### config.mk
export PLATFORM = sky130hd
export DESIGN_NAME = cam_slot_presence_qualifier_unit_flat
export DESIGN_NICKNAME = d
export VERILOG_FILES = /design/src/rtl/core/cspq_pkg.sv /design/src/rtl/core/cspq_if.sv /design/src/rtl/core/cspq_slot_file.sv /design/src/rtl/core/cam_slot_presence_qualifier_unit.sv /design/src/flat_wrapper.sv
export SDC_FILE = /design/constraint.sdc
export NUM_CORES = 1
export LEC_CHECK = 0
export BUFFER_PORTS_ARGS = -buffer_cell sky130_fd_sc_hd__buf_2
export CAP_MARGIN = 20
export CELL_PAD_IN_SITES_DETAIL_PLACEMENT = 0
export CELL_PAD_IN_SITES_GLOBAL_PLACEMENT = 1
export CORE_AREA = 2 2 128 130
export CTS_CLUSTER_DIAMETER = 30
export DETAILED_ROUTE_END_ITERATION = 8
export DIE_AREA = 0 0 130 132
export HOLD_SLACK_MARGIN = 0.08
export PLACE_DENSITY = 0.9
export SKIP_LAST_GASP = 1
export SLEW_MARGIN = 20
export SYNTH_ARGS = -nofsm -noshare
export SYNTH_HDL_FRONTEND = slang
export SYNTH_SLANG_ARGS = --single-unit
### constraint.sdc
create_clock -name clk -period 4.65 [get_ports clk]
set_clock_uncertainty 0.15 [all_clocks]
set_input_delay 0.93 -clock clk [delete_from_list [all_inputs] [get_ports clk]]
set_output_delay 0.93 -clock clk [all_outputs]
set_load 0.03 [all_outputs]
### src/rtl/core/cspq_pkg.sv
package cspq_pkg;

    localparam int SLOT_COUNT = 2;
    localparam int SLOT_IDX_W = (SLOT_COUNT > 1) ? $clog2(SLOT_COUNT) : 1;

    localparam logic [15:0] SETTLE_RESET = 16'd50;
    localparam logic [7:0]  READY_TUPLE  = 8'h1d;

    localparam logic FUNC_POLL  = 1'b0;
    localparam logic FUNC_RESET = 1'b1;

    typedef enum logic [1:0] {
        PH_IDLE  = 2'b01,
        PH_READY = 2'b10
    } phase_t;

    typedef struct packed {
        logic        func;
        logic        slot;
        logic        module_present;
        logic [7:0]  tuple_byte;
        logic [31:0] now;
    } req_t;

    typedef struct packed {
        logic present;
        logic ready_res;
        logic reset_pulse;
    } res_t;

endpackage

### src/rtl/core/cspq_if.sv
interface cspq_req_if;
    logic        valid;
    logic        ready;
    logic        func;
    logic        slot;
    logic        module_present;
    logic [7:0]  tuple_byte;
    logic [31:0] now;

    modport source (output valid, output func, output slot, output module_present,
                    output tuple_byte, output now, input ready);
    modport sink   (input valid, input func, input slot, input module_present,
                    input tuple_byte, input now, output ready);
endinterface

interface cspq_res_if;
    logic valid;
    logic ready;
    logic present;
    logic ready_res;
    logic reset_pulse;

    modport source (output valid, output present, output ready_res, output reset_pulse,
                    input ready);
    modport sink   (input valid, input present, input ready_res, input reset_pulse,
                    output ready);
endinterface

### src/rtl/core/cspq_slot_file.sv
module cspq_slot_file (
    input  logic          clk,
    input  logic          rst_n,
    input  logic          step,
    input  cspq_pkg::req_t req,
    input  logic [15:0]   settle_ticks,
    output cspq_pkg::res_t res
);
    import cspq_pkg::*;

    phase_t      phase_reg    [SLOT_COUNT];
    logic [31:0] deadline_reg [SLOT_COUNT];
    logic        armed_reg    [SLOT_COUNT];

    phase_t      phase_next;
    logic [31:0] deadline_next;
    logic        armed_next;
    logic        slot_ok;
    logic        write_en;
    logic [SLOT_IDX_W-1:0] idx;
    logic [31:0] diff;
    logic        past;

    assign slot_ok = 32'(req.slot) < SLOT_COUNT;
    assign idx     = SLOT_IDX_W'(req.slot);
    assign diff    = deadline_reg[idx] - req.now;
    assign past    = diff[31];

    always_comb
    begin
        phase_next    = phase_reg[idx];
        deadline_next = deadline_reg[idx];
        armed_next    = armed_reg[idx];
        write_en      = 1'b0;
        res           = '0;
        if (slot_ok)
        begin
            if (req.func == FUNC_RESET)
            begin
                if (req.module_present)
                begin
                    phase_next      = PH_IDLE;
                    deadline_next   = '0;
                    armed_next      = 1'b0;
                    write_en        = 1'b1;
                    res.reset_pulse = 1'b1;
                end
            end
            else if (req.module_present)
            begin
                res.present = 1'b1;
                write_en    = 1'b1;
                if (phase_reg[idx] == PH_IDLE)
                begin
                    if (!armed_reg[idx])
                    begin
                        deadline_next = req.now + 32'(settle_ticks);
                        armed_next    = 1'b1;
                    end
                    else if (past)
                    begin
                        if (req.tuple_byte == READY_TUPLE)
                        begin
                            phase_next = PH_READY;
                        end
                        else
                        begin
                            phase_next    = PH_IDLE;
                            deadline_next = '0;
                            armed_next    = 1'b0;
                        end
                    end
                end
                res.ready_res = (phase_next == PH_READY);
            end
            else
            begin
                phase_next    = PH_IDLE;
                deadline_next = '0;
                armed_next    = 1'b0;
                write_en      = 1'b1;
            end
        end
    end

    always_ff @(posedge clk or negedge rst_n)
    begin
        if (!rst_n)
        begin
            for (int i = 0; i < SLOT_COUNT; i++)
            begin
                phase_reg[i]    <= PH_IDLE;
                deadline_reg[i] <= '0;
                armed_reg[i]    <= 1'b0;
            end
        end
        else if (step && write_en)
        begin
            phase_reg[idx]    <= phase_next;
            deadline_reg[idx] <= deadline_next;
            armed_reg[idx]    <= armed_next;
        end
    end

endmodule

### src/rtl/core/cam_slot_presence_qualifier_unit.sv
// An accepted word is captured in the input register, and its result word is then loaded
// into the result register; a stalled output holds both registers.
// Throughput: one word per cycle while the output is not stalled; the slot update and deadline compare sit in
// one stage between the input register and the result register.
// Reset: rst_n clears all slots to idle, disarms deadlines, empties both
// registers and loads settle_ticks with 50.
module cam_slot_presence_qualifier_unit (
    input  logic        clk,
    input  logic        rst_n,
    cspq_req_if.sink    in_ch,
    cspq_res_if.source  out_ch,
    input  logic        cfg_we,
    input  logic [15:0] cfg_wdata
);
    import cspq_pkg::*;

    logic [15:0] settle_reg;
    logic        s1_valid_reg;
    req_t        s1_req_reg;
    logic        out_valid_reg;
    res_t        out_res_reg;
    res_t        step_res;
    logic        out_load;
    logic        in_take;

    assign out_load = s1_valid_reg && (!out_valid_reg || out_ch.ready);
    assign in_ch.ready = !s1_valid_reg || out_load;
    assign in_take = in_ch.valid && in_ch.ready;

    always_ff @(posedge clk or negedge rst_n)
    begin
        if (!rst_n)
        begin
            settle_reg <= SETTLE_RESET;
        end
        else if (cfg_we)
        begin
            settle_reg <= cfg_wdata;
        end
    end

    always_ff @(posedge clk or negedge rst_n)
    begin
        if (!rst_n)
        begin
            s1_valid_reg  <= 1'b0;
            out_valid_reg <= 1'b0;
        end
        else
        begin
            if (in_ch.ready)
            begin
                s1_valid_reg <= in_ch.valid;
            end
            if (out_load)
            begin
                out_valid_reg <= 1'b1;
            end
            else if (out_ch.ready)
            begin
                out_valid_reg <= 1'b0;
            end
        end
    end

    always_ff @(posedge clk)
    begin
        if (in_take)
        begin
            s1_req_reg.func           <= in_ch.func;
            s1_req_reg.slot           <= in_ch.slot;
            s1_req_reg.module_present <= in_ch.module_present;
            s1_req_reg.tuple_byte     <= in_ch.tuple_byte;
            s1_req_reg.now            <= in_ch.now;
        end
        if (out_load)
        begin
            out_res_reg <= step_res;
        end
    end

    cspq_slot_file u_slots (
        .clk          (clk),
        .rst_n        (rst_n),
        .step         (out_load),
        .req          (s1_req_reg),
        .settle_ticks (settle_reg),
        .res          (step_res)
    );

    assign out_ch.valid       = out_valid_reg;
    assign out_ch.present     = out_res_reg.present;
    assign out_ch.ready_res   = out_res_reg.ready_res;
    assign out_ch.reset_pulse = out_res_reg.reset_pulse;

    a_ready_needs_present: assert property (@(posedge clk) disable iff (!rst_n)
        out_ch.valid |-> (!out_ch.ready_res || out_ch.present))
        else $error("ready without module present");

    a_pulse_exclusive: assert property (@(posedge clk) disable iff (!rst_n)
        out_ch.valid && out_ch.reset_pulse |-> !out_ch.present && !out_ch.ready_res)
        else $error("reset pulse mixed with poll result");

    a_empty_stage_ready: assert property (@(posedge clk) disable iff (!rst_n)
        !s1_valid_reg |-> in_ch.ready)
        else $error("empty input stage refused a word");

    a_take_fills_stage: assert property (@(posedge clk) disable iff (!rst_n)
        in_take |=> s1_valid_reg)
        else $error("accepted word lost from input stage");

endmodule
### src/flat_wrapper.sv
// flat-port wrapper written by rule: the top's interface ports become plain ports
module cam_slot_presence_qualifier_unit_flat import cspq_pkg::*;
  (clk, rst_n, cfg_we, cfg_wdata, in_ch_valid, in_ch_func, in_ch_slot, in_ch_module_present, in_ch_tuple_byte, in_ch_now, in_ch_ready, out_ch_valid, out_ch_present, out_ch_ready_res, out_ch_reset_pulse, out_ch_ready);
  cspq_req_if in_ch_i ();
  cspq_res_if out_ch_i ();
  input  logic clk;
  input  logic rst_n;
  input  logic cfg_we;
  input  logic [15:0] cfg_wdata;
  input wire logic [$bits(in_ch_i.valid)-1:0] in_ch_valid;
  input wire logic [$bits(in_ch_i.func)-1:0] in_ch_func;
  input wire logic [$bits(in_ch_i.slot)-1:0] in_ch_slot;
  input wire logic [$bits(in_ch_i.module_present)-1:0] in_ch_module_present;
  input wire logic [$bits(in_ch_i.tuple_byte)-1:0] in_ch_tuple_byte;
  input wire logic [$bits(in_ch_i.now)-1:0] in_ch_now;
  output wire logic [$bits(in_ch_i.ready)-1:0] in_ch_ready;
  output wire logic [$bits(out_ch_i.valid)-1:0] out_ch_valid;
  output wire logic [$bits(out_ch_i.present)-1:0] out_ch_present;
  output wire logic [$bits(out_ch_i.ready_res)-1:0] out_ch_ready_res;
  output wire logic [$bits(out_ch_i.reset_pulse)-1:0] out_ch_reset_pulse;
  input wire logic [$bits(out_ch_i.ready)-1:0] out_ch_ready;
  assign in_ch_i.valid = in_ch_valid;
  assign in_ch_i.func = in_ch_func;
  assign in_ch_i.slot = in_ch_slot;
  assign in_ch_i.module_present = in_ch_module_present;
  assign in_ch_i.tuple_byte = in_ch_tuple_byte;
  assign in_ch_i.now = in_ch_now;
  assign in_ch_ready = in_ch_i.ready;
  assign out_ch_valid = out_ch_i.valid;
  assign out_ch_present = out_ch_i.present;
  assign out_ch_ready_res = out_ch_i.ready_res;
  assign out_ch_reset_pulse = out_ch_i.reset_pulse;
  assign out_ch_i.ready = out_ch_ready;
  cam_slot_presence_qualifier_unit u_core (.clk(clk), .rst_n(rst_n), .in_ch(in_ch_i), .out_ch(out_ch_i), .cfg_we(cfg_we), .cfg_wdata(cfg_wdata));
endmodule
==> out/qor.txt, run 1 <==
R2R depth: 12
Core Area: 15700 µm²
Max transition margin: 0.385
Syn Nets: 784
Initial Util: 0.470
Clock Root Buffer: clkbuf_16
Asr flop ratio synth: 0.657
Hold EP: u_core.out_ch.valid$_DFFE_PN0P_
EDFF count, synth: 46
Max reg flops: 64
Synth Register Bits: 134
CTS tree: built
Most area-consuming cells after synthesis: dfrtp_1 (28%), edfxtp_1 (19%), mux2_2 (9.6%)
Average wire per standard cell: 18.2 µm
First-pass GRT wire length: 29200 µm
Die area: 17200 µm²
Met3 WL: 652 µm
Share of layout cells above drive strength 1: 0.243
First drt pass iteration count: 5
Worst path required time: 4.86 ns
PwrDens: 428 nW/µm²
Max layer used: met4
HPWL after detailed placement: 12900 µm
Mean post-synth cell area: 11.0 µm²
GR Overflow Total: 0
CTS H-tree lvls: 4
Post-route DRC: 0
Final Hold Fails: 0
Max-Cap Viols: 0
Largest vdd supply drop: 0.255 mV
Register area share after synthesis: 0.486
Sequential cell area: 3590 µm²
FF-to-FF End: u_core.u_slots.deadline_reg[36]$_DFFE_PN0P_
Crit Path Max Fanout: 21
CP endpoint kind: flop
Vias per cell: 5.66
Largest area contributor in the netlist: dfrtp_1
Met1 WL: 7730 µm
Initial DRC count: 444
Syn. warnings: 0
Slew @ Worst Pin: 0.922 ns
RR Startpoint: u_core.s1_req_reg[41]$_DFFE_PP_
Overall routing resource usage: 0.220
Final wirelength: 17800 µm
RD Place Congestion: 0.876
CP startpoint: u_core.s1_req_reg[41]$_DFFE_PP_
Synth Flop Type: dfrtp_1
Antenna diodes: 0
Clock Path Buffers: 2
Post-Syn Instances: 673
Clk Latency, worst-skew pair: 0.42 ns
Slew Limit Fails: 0
Port Buf Inserts: 68
Multi-input logic area: 3520 µm²
Final setup TNS: 0 ns
Initial antenna violation count: 0
Die W: 130 µm
CTS sink cnt: 134
Vias in the first global route: 5909
Final instance area: 8600 µm²
Netlist area before placement: 7390 µm²
Peak Freq: 0.233 GHz
Clk slew on worst S/H paths: 0.06 ns
Reg2Reg Setup Slack: 0.35 ns
Vias: 5534
Area growth from synthesis to layout: 16.5%
Hold crit path type: reg -> reg
RSZ-0062 raised after global routing: false
I/O pins: 69
Die Y: 132 µm
Synth unique cells: 62
Util after Layout: 0.548
Post-CTS Hold Fix Bufs: 0
Post-DRT Antenna Nets: 0
Post-CTS setup repair buffer count: 0
Minimum clock period: 4.30 ns
Critical path startpoint category: flop
Num CTS Buffers: 17
Area after DPL: 8010 µm²
Core Rows: 46
Nets: 860
Post-CTS sizing: 0
CP Class: reg -> reg
Area fraction of the dominant cell type after synthesis: 0.281
Final setup viols: 0
Lkg Pwr: 4.01 nW
Min-Delay Startpoint: u_core.s1_valid_reg$_DFFE_PN0N_
Maximum number of pins on one net before global-route repair: 68
Met2 WL: 9180 µm
Arrival @ worst endpoint: 4.51 ns
Period utilization: 0.925
Outcome: finished clean
Hold Path Stages: 1
Fill cell count: 1330
==> placed cells by master, fill, tap and decap left out, drive strengths merged, types with 5 or more instances in the layout <==
cell / netlist / routed
a21o: 8 / 8
a21oi: 33 / 33
a221oi: 5 / 5
a22o: 11 / 11
a31oi: 13 / 13
a32o: 5 / 5
and2: 7 / 7
and3: 8 / 8
buf: 9 / 78
clkbuf: 12 / 22
clkinv: 0 / 5
dfrtp: 83 / 83
dfstp: 5 / 5
edfxtp: 46 / 46
ha: 46 / 46
inv: 53 / 53
mux2: 63 / 63
mux2i: 17 / 17
nand2: 40 / 40
nand2b: 14 / 14
nand3: 9 / 9
nor2: 55 / 55
nor3: 11 / 11
o21ai: 24 / 24
o22ai: 17 / 17
xnor2: 18 / 18
xor2: 9 / 9
==> layout make-up <==
cell class | instances | share of cell area
clock buffer | 22 | 0.0540
clock inverter | 10 | 0.0150
inverter | 53 | 0.0231
multi-input combinational | 465 | 0.409
sequential | 134 | 0.417
tap | 216 | 0.0314
timing repair buffer | 78 | 0.0500
==> critical path, cell delays in order, from the launching register on <==
cell	delay (ns)
edfxtp_1	0.95
buf_4	0.32
mux2_2	0.37
ha_1	0.29
a21oi_1	0.14
o21ai_0	0.18
a221oi_1	0.37
nand3_1	0.18
a221oi_4	0.43
o22ai_1	0.19
buf_12	0.21
o22ai_1	0.21
mux2_2	0.22
==> per-stage QoR <==
stage	hold WS [ns]	std cells	power, mW	worst slack, ns
2_1_floorplan	0.299	673	2.07	0.795
3_3_place_gp	0.317	946	2.29	0.551
3_5_place_dp	0.328	946	2.34	0.440
4_1_cts	0.340	978	3.69	0.381
5_1_grt	0.360	978	3.86	0.143
6_report	0.339	978	3.68	0.350
==> logic make-up (layout without fill, tap and decap cells) <==
group,after synthesis,in the layout,synth area share
adder cells (fa/ha/maj),47,47,0.0806
XOR/XNOR,27,27,0.0320
flip-flops,134,134,0.486
multiplexers,80,80,0.119
AND/OR/NAND/NOR,164,164,0.106
buffers and inverters,74,163,0.0383
AO/OA/AOI/OAI,147,147,0.138
==> synth_stat cells, drive strengths merged (3+ instances only) <==
| cell | n |
|---|---|
| a211oi | 3 |
| a21o | 8 |
| a21oi | 33 |
| a221oi | 5 |
| a22o | 11 |
| a2bb2oi | 4 |
| a31oi | 13 |
| a32o | 5 |
| and2 | 7 |
| and3 | 8 |
| buf | 9 |
| clkbuf | 12 |
| dfrtp | 83 |
| dfstp | 5 |
| edfxtp | 46 |
| ha | 46 |
| inv | 53 |
| mux2 | 63 |
| mux2i | 17 |
| nand2 | 40 |
| nand2b | 14 |
| nand3 | 9 |
| nand3b | 3 |
| nand4 | 4 |
| nor2 | 55 |
| nor3 | 11 |
| o21ai | 24 |
| o22a | 3 |
| o22ai | 17 |
| or2 | 3 |
| xnor2 | 18 |
| xor2 | 9 |
==> worst max-delay path by stage <==
| stage | endpoint | depth (start not counted) |
|---|---|---|
| final | u_core.u_slots.deadline_reg[36]$_DFFE_PN0P_ | 12 |
| after global routing | u_core.u_slots.deadline_reg[36]$_DFFE_PN0P_ | 12 |
| after CTS | u_core.u_slots.deadline_reg[36]$_DFFE_PN0P_ | 12 |
| after detailed placement | u_core.u_slots.deadline_reg[32]$_DFFE_PN0P_ | 13 |
| after global placement | u_core.u_slots.deadline_reg[32]$_DFFE_PN0P_ | 13 |
| after floorplan | u_core.u_slots.deadline_reg[32]$_DFFE_PN0P_ | 15 |
==> report_power, final <==
part           switching, mW  total [mW]  internal [mW]
Clock                  0.488        1.35          0.865
Combinational          0.476       0.840          0.364
Sequential            0.0939        1.49           1.39
==> metal layers <==
| metal | vias to the layer above | global-route usage |
|---|---|---|
| li1 | 2603 | - |
| met1 | 2777 | 0.276 |
| met2 | 133 | 0.380 |
| met3 | 21 | 0.0471 |
| met4 | 0 | 0.0663 |
| met5 | - | 0 |
(Power assumes the default switching activity.)
==> inputs of run 2 (changes only) <==
Settings changed: ABC_AREA set to 1, CORE_AREA 2 2 128 130 to 2 2 146 148, DIE_AREA 0 0 130 132 to 0 0 148 150, PLACE_DENSITY 0.9 to 0.88.
Clock period 4.65 ns to 3.7 ns, I/O delays scaled along.
==> run 2 against run 1 <==
  * Routed wire length rose by 25%
  * Die area rose by 29%
  * Clock power rose by 26%
  * Final area rose by 11%
  * Via count rose by 32%
==> out/qor.txt, run 2 <==
HPWL after detailed placement: 15800 µm
Crit path top cell by count: nand2_1
Most frequent cells in the layout: nand2_1 (383), inv_1 (120), dfrtp_1 (83)
Most area-consuming cells after synthesis: dfrtp_1 (25%), nand2_1 (17%), edfxtp_1 (17%)
Syn. warnings: 0
Post-route setup slack: 0.369 ns
Final wirelength: 22200 µm
Synth Register Bits: 134
Hold crit path type: in -> async
PwrDens: 548 nW/µm²
Nets: 1262
Average wire per standard cell: 15.4 µm
Post-CTS Hold Fix Bufs: 0
Area fraction of the dominant cell type after synthesis: 0.249
Worst path required time: 3.91 ns
Register area share after synthesis: 0.431
Period utilization: 0.900
Maximum number of pins on one net before global-route repair: 44
Max transition margin: 0.310
Vias per cell: 5.09
Post-route DRC: 0
Antenna diodes: 0
Peak Freq: 0.300 GHz
Util after Layout: 0.460
Top-count cell post-synth: nand2_1
CP Class: reg -> reg
Core Area: 20700 µm²
Port Buf Inserts: 68
Post-Syn Instances: 1088
Largest family of logic cells by synthesized area: simple AND/OR/NAND/NOR gates
Synth unique cells: 43
Area after DPL: 8940 µm²
DP Cell Count: 1407
Arrival @ worst endpoint: 3.54 ns
Compound-Gate Fraction of Synth Area: 0.113
Initial antenna violation count: 0
Core Rows: 53
Final instance area: 9520 µm²
CTS H-tree lvls: 4
Largest delay contributor family on the critical path: simple AND/OR/NAND/NOR gates
Initial DRC count: 491
Minimum clock period: 3.33 ns
I/O pins: 69
Vias in the first global route: 7155
Critical path startpoint category: flop
Largest area contributor in the netlist: dfrtp_1
Commonest cells in the netlist: nand2_1 (383), inv_1 (121), dfrtp_1 (83)
Die Y: 150 µm
Die W: 148 µm
Post-Synth Adder-Cell Area: 0.0714
Clock Root Buffer: clkbuf_16
Clk Latency, worst-skew pair: 0.43 ns
GR Overflow Total: 0
RSZ-0062 raised after global routing: false
Num CTS Buffers: 17
Most common cell after layout, fill and taps aside: nand2_1
Non-filler cells, final: 1439
Netlist area before placement: 8340 µm²
CTS sink cnt: 134
Hold slack: 0.169 ns
Slew Limit Fails: 0
Vias: 7327
Crit Path Max Fanout: 20
Clock Path Buffers: 2
CP max stage delay: 0.41 ns
CP endpoint kind: flop
Post-CTS sizing: 0
EDFF count, synth: 46
XOR/XNOR share of the synthesized area: 0.00420
Max reg flops: 64
Final Hold Fails: 0
Post-DRT Antenna Nets: 0
Buf+Inv Stages, Crit Path: 2
CTS tree: built
Fill cell count: 2076
Post-Synth Simple-Gate Area: 0.268
Final setup TNS: 0 ns
Initial Util: 0.403
Area growth from synthesis to layout: 14.2%
Mean post-synth cell area: 7.66 µm²
Overall power: 5.22 mW
Lkg Pwr: 4.88 nW
CP max stage cell: edfxtp_1
Setup Slack @ Placement: 0.303 ns
Max-Cap Viols: 0
Post-CTS setup repair buffer count: 0
Slew @ Worst Pin: 1.03 ns
Largest vdd supply drop: 0.332 mV
Final setup viols: 0
Syn Nets: 1199
Share of layout cells above drive strength 1: 0.138
RD Place Congestion: 0.893
Overall routing resource usage: 0.210
Asr flop ratio synth: 0.657
Synth Flop Type: dfrtp_1
First-pass GRT wire length: 36300 µm
Outcome: finished clean
Clk slew on worst S/H paths: 0.06 ns
First drt pass iteration count: 5
Post-synthesis mux area share: 0.0341
Die area: 22200 µm²
Critical-path cell list: inv_2, or2_2, o21ai_0, inv_1, ha_1, nand2_1, nor2_1, nand4_1, nor4_1, nand2_1, nand2_1, nand2_1, and2_4, nand3_4, nand2_4, o21ai_1, nand2_1, nand2_1
-- run 2: cell count changes in the layout (fill, tap and decap cells not counted), moves of 25 or more --
cell,previous run,this run
o21ai_0,23,67
a21oi_1,33,58
mux2_2,63,16
o21ai_1,1,35
nand2_1,40,383
inv_1,53,120
nand3_1,9,55
-- run 2: area by class of cell --
type	count	area, µm²	share of cell area
Clock buffer	18	429	0.0451
Tap cell	275	344	0.0361
Inverter	125	469	0.0493
Sequential cell	134	3590	0.377
Clock inverter	14	151	0.0159
Timing Repair Buffer	79	438	0.0460
Multi-Input combinational cell	794	4100	0.431
-- run 2: final timing paths --
path	to	depth (start not counted)	from	slack [ns]
setup reg to reg	u_core.u_slots.deadline_reg[34]$_DFFE_PN0P_	18	u_core.s1_req_reg[41]$_DFFE_PP_	0.37
hold / removal	u_core.u_slots.deadline_reg[61]$_DFFE_PN0P_	1	rst_n	0.17
min in group clk	u_core.out_ch.valid$_DFFE_PN0P_	2	u_core.s1_valid_reg$_DFFE_PN0N_	0.32
hold reg to reg	u_core.out_ch.valid$_DFFE_PN0P_	2	u_core.s1_valid_reg$_DFFE_PN0N_	0.32
setup / recovery	u_core.u_slots.deadline_reg[34]$_DFFE_PN0P_	18	u_core.s1_req_reg[41]$_DFFE_PP_	0.37
max in group asynchronous	u_core.u_slots.phase_reg[2]$_DFFE_PN1P_	2	rst_n	2.42
-- run 2: logic make-up (layout without fill, tap and decap cells) --
kind of cell | count (synthesis) | after routing
AOI/OAI and AO/OA | 180 | 180
adders and majority gates | 47 | 47
buffers and inverters | 160 | 236
and+or+nand+nor | 537 | 537
xor gates and xnor gates | 4 | 4
muxes | 26 | 26
DFF | 134 | 134
-- run 2: metal layers --
layer  vias up  track usage  routed length (µm)
li1       3669            -                   -
met3        36       0.0454                1020
met4         0       0.0662                 477
met5         -            0                   0
met1      3448        0.265                9810
met2       174        0.361               10900
-- run 2: power by group --
part | leakage, nW | switching (mW) | internal [mW] | total (mW)
clock | 0.273 | 0.702 | 0.999 | 1.70
sequential | 1.58 | 0.144 | 1.82 | 1.97
combinational | 3.03 | 1.02 | 0.535 | 1.56
total | 4.88 | 1.87 | 3.36 | 5.22
